===== src/design/crcfc_pkg.sv =====
// Shared types, status codes and the CRC-16/MODBUS byte update for the frame checker.
// No dependencies; imported by every module of the checker.
package crcfc_pkg;

    // Frame status codes carried on the status item
    localparam logic [2:0] STAT_DATA        = 3'd0;
    localparam logic [2:0] STAT_COMMAND     = 3'd1;
    localparam logic [2:0] STAT_LEN_ERR     = 3'd2;
    localparam logic [2:0] STAT_BAD_MARKER  = 3'd3;
    localparam logic [2:0] STAT_BAD_VERSION = 3'd4;
    localparam logic [2:0] STAT_BAD_TYPE    = 3'd5;
    localparam logic [2:0] STAT_CRC_ERR     = 3'd6;

    // Item kinds on the output stream
    localparam logic KIND_PAYLOAD = 1'b0;
    localparam logic KIND_STATUS  = 1'b1;

    // Configuration register indexes
    localparam logic [1:0] REG_MARKER  = 2'd0;
    localparam logic [1:0] REG_VERSION = 2'd1;
    localparam logic [1:0] REG_CMD     = 2'd2;
    localparam logic [1:0] REG_DATA    = 2'd3;

    localparam logic [15:0] CRC_INIT = 16'hFFFF;
    localparam logic [15:0] CRC_POLY = 16'hA001;

    // Configuration snapshot
    typedef struct packed {
        logic [7:0] marker_byte;
        logic [7:0] version_code;
        logic [7:0] command_type_code;
        logic [7:0] data_type_code;
    } t_cfg;

    // One result item
    typedef struct packed {
        logic        item_kind;
        logic [7:0]  payload_byte;
        logic [9:0]  payload_index;
        logic [2:0]  frame_status;
        logic [15:0] declared_length;
        logic        frame_done;
    } t_result;

    // Results produced by one accepted input item
    typedef struct packed {
        logic    pay_valid;
        logic    stat_valid;
        t_result pay;
        t_result stat;
    } t_push;

    // Reflected CRC-16 update over one byte, LSB first
    function automatic logic [15:0] crc_feed(input logic [15:0] crc, input logic [7:0] b);
        logic [15:0] c;
        c = crc ^ {8'h00, b};
        for (int k = 0; k < 8; k++) begin
            if (c[0]) begin
                c = (c >> 1) ^ CRC_POLY;
            end else begin
                c = c >> 1;
            end
        end
        return c;
    endfunction

endpackage


===== src/design/crcfc_parser.sv =====
// Frame parser: header capture, two-byte hold-back, running CRC and status decision.
// Depends on crcfc_pkg.
module crcfc_parser
    import crcfc_pkg::*;
#(
    parameter int MAX_FRAME_BYTES = 1024
) (
    input  logic       i_clk,
    input  logic       i_rst_n,
    input  t_cfg       i_cfg,
    input  logic       i_accept,
    input  logic [7:0] i_rx_byte,
    input  logic       i_frame_end,
    output t_push      o_push
);

    localparam int PW = $clog2(MAX_FRAME_BYTES + 1);
    localparam int LW = (PW > 16) ? PW : 16;
    localparam logic [PW-1:0] MaxPos = PW'(MAX_FRAME_BYTES);

    logic [PW-1:0] r_pos, n_pos;
    logic [15:0]   r_crc, n_crc;
    logic [7:0]    r_held0, n_held0;
    logic [7:0]    r_held1, n_held1;
    logic [7:0]    r_marker, n_marker;
    logic [7:0]    r_version, n_version;
    logic [7:0]    r_type, n_type;
    logic [15:0]   r_length, n_length;
    logic          r_overlong, n_overlong;

    logic          release_en;
    logic          pay_ok;
    logic          short_frame;
    logic          crc_bad;
    logic [LW-1:0] idx_full;
    logic [2:0]    status;
    logic [15:0]   stat_len;

    // Header capture, CRC over the released byte, payload decision
    always_comb begin
        n_overlong = r_overlong | (r_pos >= MaxPos);
        n_marker   = r_marker;
        n_version  = r_version;
        n_type     = r_type;
        n_length   = r_length;
        case (r_pos)
            PW'(0):  n_marker = i_rx_byte;
            PW'(1):  n_version = i_rx_byte;
            PW'(2):  n_type = i_rx_byte;
            PW'(4):  n_length = {r_length[15:8], i_rx_byte};
            PW'(5):  n_length = {i_rx_byte, r_length[7:0]};
            default: ;
        endcase

        release_en = (r_pos >= PW'(2));
        n_crc      = release_en ? crc_feed(r_crc, r_held0) : r_crc;
        idx_full   = LW'(r_pos) - LW'(8);
        pay_ok     = release_en && !n_overlong && (r_pos >= PW'(8)) &&
                     (idx_full < LW'(n_length));

        n_held0 = r_held1;
        n_held1 = i_rx_byte;

        // Status priority: length, CRC, marker, version, type
        short_frame = (r_pos <= PW'(5));
        crc_bad     = (n_crc[7:0] != r_held1) || (n_crc[15:8] != i_rx_byte);
        stat_len    = n_length;
        if (short_frame || n_overlong) begin
            status   = STAT_LEN_ERR;
            stat_len = 16'd0;
        end else if (crc_bad) begin
            status   = STAT_CRC_ERR;
            stat_len = 16'd0;
        end else if (n_marker != i_cfg.marker_byte) begin
            status = STAT_BAD_MARKER;
        end else if (n_version != i_cfg.version_code) begin
            status = STAT_BAD_VERSION;
        end else if (n_type == i_cfg.command_type_code) begin
            status = STAT_COMMAND;
        end else if (n_type == i_cfg.data_type_code) begin
            status = STAT_DATA;
        end else begin
            status = STAT_BAD_TYPE;
        end

        n_pos = (r_pos < MaxPos) ? r_pos + PW'(1) : r_pos;
    end

    // Result items for this input item
    always_comb begin
        o_push.pay_valid            = i_accept && pay_ok;
        o_push.stat_valid           = i_accept && i_frame_end;
        o_push.pay.item_kind        = KIND_PAYLOAD;
        o_push.pay.payload_byte     = r_held0;
        o_push.pay.payload_index    = idx_full[9:0];
        o_push.pay.frame_status     = STAT_DATA;
        o_push.pay.declared_length  = n_length;
        o_push.pay.frame_done       = 1'b0;
        o_push.stat.item_kind       = KIND_STATUS;
        o_push.stat.payload_byte    = 8'd0;
        o_push.stat.payload_index   = 10'd0;
        o_push.stat.frame_status    = status;
        o_push.stat.declared_length = stat_len;
        o_push.stat.frame_done      = 1'b1;
    end

    // Advance frame state on each accepted item; clear at frame end
    always_ff @(posedge i_clk) begin
        if (!i_rst_n || (i_accept && i_frame_end)) begin
            r_pos      <= '0;
            r_crc      <= CRC_INIT;
            r_held0    <= 8'd0;
            r_held1    <= 8'd0;
            r_marker   <= 8'd0;
            r_version  <= 8'd0;
            r_type     <= 8'd0;
            r_length   <= 16'd0;
            r_overlong <= 1'b0;
        end else if (i_accept) begin
            r_pos      <= n_pos;
            r_crc      <= n_crc;
            r_held0    <= n_held0;
            r_held1    <= n_held1;
            r_marker   <= n_marker;
            r_version  <= n_version;
            r_type     <= n_type;
            r_length   <= n_length;
            r_overlong <= n_overlong;
        end
    end

endmodule


===== config.mk =====
export PLATFORM = sky130hd
export DESIGN_NAME = crcfc_parser
export DESIGN_NICKNAME = d
export VERILOG_FILES = /design/src/design/crcfc_pkg.sv /design/src/design/crcfc_parser.sv
export SDC_FILE = /design/constraint.sdc
export NUM_CORES = 1
export LEC_CHECK = 0
export ABC_AREA = 1
export BUFFER_PORTS_ARGS = -buffer_cell sky130_fd_sc_hd__buf_2
export CORE_ASPECT_RATIO = 1.25
export CORE_MARGIN = 2
export CORE_UTILIZATION = 30
export CTS_CLUSTER_SIZE = 8
export DETAILED_ROUTE_END_ITERATION = 12
export GPL_TIMING_DRIVEN = 0
export MAX_ROUTING_LAYER = met4
export PLACE_DENSITY = 0.56
export SYNTH_ARGS = -nofsm -noshare
export SYNTH_HDL_FRONTEND = slang
export SYNTH_SLANG_ARGS = --single-unit

===== constraint.sdc =====
create_clock -name i_clk -period 3.4 [get_ports i_clk]
set_clock_uncertainty 0.15 [all_clocks]
set_input_delay 0.17 -clock i_clk [delete_from_list [all_inputs] [get_ports i_clk]]
set_output_delay 0.17 -clock i_clk [all_outputs]
set_load 0.05 [all_outputs]

==> flow_summary.toml <==
[timing]
rsz0062_at_grt = "yes"
max_clock_freq_ghz = 0.299
worst-slew-pin-transition_ns = 1.02
fin_crit_sh = 0.985
setup_violations = 0
slew_violations = 0
timing.slew.headroom = 0.312
fin_hold_ws_ns = 0.295
finalHoldViolations = 0
finalWorstPathRequiredPeriod_ns = 3.35

[cts]
clk_root_buffer_cell = "clkbuf_16"
tritoncts = "yes"
number_of_buffers_created_by_cts = 9
insertion_delay_ns = 0.35
cts.sinks = 84
cts_max_path_buffers = 2
clkSlewWorstSetupHoldPaths_ns = 0.06
depth_of_the_cts_h_tree = 3

[final_layout]
final_net_count = 1168
instances_no_fill = 1372
n_fill_cell = 2050
layout-drive-gt1-share = 0.271
area.growth.synth_to_final_pct = 37.2
insertedDiodeCount = 0
register_area_mm2 = 0.00171
multi_input_area_mm2 = 0.00386

[detailed_routing]
drc = 0
totalWireLength_um = 19600
drt-initial-drc-count = 421
routed_via_density = 4.58
ant_nets = 0
vias = 6285
avgRoutedWirePerCell_um = 14.3
drt_pre_antenna_iters = 7

[critical_path]
r2r_setup_slack_ns = 1.20
criticalPathCategory = "flop to primary output"
ff2ff_path_depth = 9
critPathCapture = "o_push[79]"
endpoint_kind = "primary output"
worst_ep_arrival_ns = 3.03
worst_setup_path_start_kind = "flop"
launching_point_of_the_worst_reg2reg_path = "r_pos[10]"
path_max_fanout = 4
timing.rr.end = "r_pos[10]"
critical_path.startpoint = "r_pos[3]"
cp.required_ns = 3.08

[grt]
grtUsageTotal = 0.193
antenna_found_initial = 0
grt_pass1_vias = 5642
global_route.overflow_total = 0
grt_max_degree = 16
global_route_wire_length_before_repair_um = 30100

[floorplan]
die_x_um = 129
die_area_mm2 = 0.0208
boundaryPins = 124
die_h_um = 161
std_cell_rows = 57
core_region_area_mm2 = 0.0193
initial_utilization = 0.305

[synthesis]
synth.cell_area_mm2 = 0.00590
synth_top_cell_by_area = "dfxtp_1"
synth.area.top_cells = "dfxtp_1, nand2_1, inv_1"
yosys_warnings = 0
ys_async_sr_fraction = 0
syn_area_per_cell_um2 = 6.31
number_of_flops_mapped_to_enable_cells_by_yosys = 0
synth_sequential_area_ratio = 0.285
yosys_register_bits = 84
netlist.area_leader.share = 0.285
syn-instance-count = 935
post_synth_top_flop = "dfxtp_1"
synth_cell_types = 41

[placed_design]
place_congestion = 0.902
dp_hpwl_um = 14300
port_buffers = 97
placedCellCount = 1320

[run]
max_cap_viol_count = 0

[power]
leakage_nw = 3.93
ir_drop_mv = 0.265
p_per_area_mw_per_mm2 = 363

[status]
run_status = "finished clean"

[hold_path]
worstHoldPathType = "input port to flop"
-- logic make-up (layout without fill, tap and decap cells) --
family,count (synthesis),in the layout,synth area share
AND/OR/NAND/NOR,412,412,0.294
flip-flops,84,84,0.285
other,2,25,0.00127
adder cells (fa/ha/maj),22,22,0.0467
XOR/XNOR,46,46,0.0683
AO/OA/AOI/OAI,166,166,0.151
buffers and inverters,203,352,0.153
-- worst max-delay path, stage by stage (launching register included) --
cell       delay, ns
dfxtp_4         0.38
buf_4           0.14
nor2_4          0.12
inv_1           0.09
nor3_4          0.19
inv_2           0.10
buf_4           0.18
o22ai_4         0.19
inv_2           0.09
ha_1            0.31
nand4_1         0.12
a21oi_1         0.07
a211oi_2        0.21
o2111ai_2       0.16
a21oi_4         0.16
buf_6           0.17
-- layer usage --
layer | GRT usage | part of all wire | vias to the layer above
met4 | 0.0738 | 0.021 | 0
met5 | - | 0 | -
met2 | 0.323 | 0.50 | 171
met3 | 0.0200 | 0.048 | 28
met1 | 0.238 | 0.43 | 2859
li1 | - | - | 3227
-- cells in the mapped netlist (2+ instances only) --
master	number
a211oi_1	2
a21oi_1	56
buf_1	3
buf_4	28
buf_6	4
clkbuf_1	23
clkinv_1	2
conb_1	2
dfxtp_1	84
ha_1	22
inv_1	136
inv_2	5
nand2_1	237
nand2_2	6
nand2_4	2
nand3_1	38
nand3b_1	3
nand4_1	7
nor2_1	93
nor2_2	12
nor2_4	2
nor3_1	6
o211ai_1	10
o21ai_0	79
o22ai_1	12
or2_2	2
xnor2_1	29
xor2_1	17
-- cell type report --
type                       count  share of cell area
timing repair buffer         133               0.117
clock inverter                 6             0.00882
clock buffer                  10              0.0295
buffer                        59              0.0466
sequential                    84               0.212
inverter                     144              0.0684
tap                          265              0.0410
multi-input combinational    671               0.477
-- stage by stage --
step	power [mW]	TNS (ns)	util	instance area (um2)	setup slack, ns
global placement	1.82	-3.39	0.355	6870	-0.343
detailed placement	1.82	-3.44	0.355	6870	-0.360
floorplan	1.64	-0.298	-	6050	-0.141
CTS	2.90	0	0.398	7690	0.0000451
global route	3.09	-1.24	0.419	8090	-0.110
finish	2.94	0	0.419	8090	0.0505
-- flip-flops by register name, summed over array words and instances, names as in the netlist --
| name | flops |
|---|---|
| r_held0 | 8 |
| r_marker | 8 |
| r_pos | 11 |
| r_type | 8 |
| r_crc | 16 |
| r_length | 16 |
| r_overlong | 1 |
| n_held0 | 8 |
| r_version | 8 |
-- how the worst min path moves through the flow --
stage,startpoint,to,slack (ns),depth (start not counted)
floorplan,i_rx_byte[0],n_held0[0],0.17,2
global placement,r_crc[9],r_crc[9],0.31,2
detailed placement,r_version[4],r_version[4],0.31,2
CTS,i_rst_n,r_length[0],0.28,5
global route,i_rst_n,r_length[15],0.35,5
finish,i_accept,r_pos[0],0.29,5
-- placed cells by master (no fill, tap or decap), drive strengths merged, types with 29 or more instances in the layout --
cell type    n
o21ai       81
clkbuf      36
nand2      245
xnor2       29
buf        158
nor2       107
a21oi       56
nand3       40
inv        143
dfxtp       84
-- repair_timing --
action | 4_1_cts | 5_1_grt
hold endpoints to repair | 8 | 0
buffers inserted | 19 | 6
cloned | 1 | 2
endpoints found under the setup margin | 20 | 20
hold buffers | 8 | 0
pin swaps | 11 | 25
resized for setup | 86 | 92
-- power breakdown --
part | total (mW) | leakage, nW | switching [mW] | internal [mW]
registers | 1.07 | 0.695 | 0.0349 | 1.03
clock network | 1.04 | 0.145 | 0.448 | 0.595
logic | 0.827 | 3.09 | 0.542 | 0.285
total | 2.94 | 3.93 | 1.03 | 1.91
No activity file was read; power rests on OpenSTA's default activity.
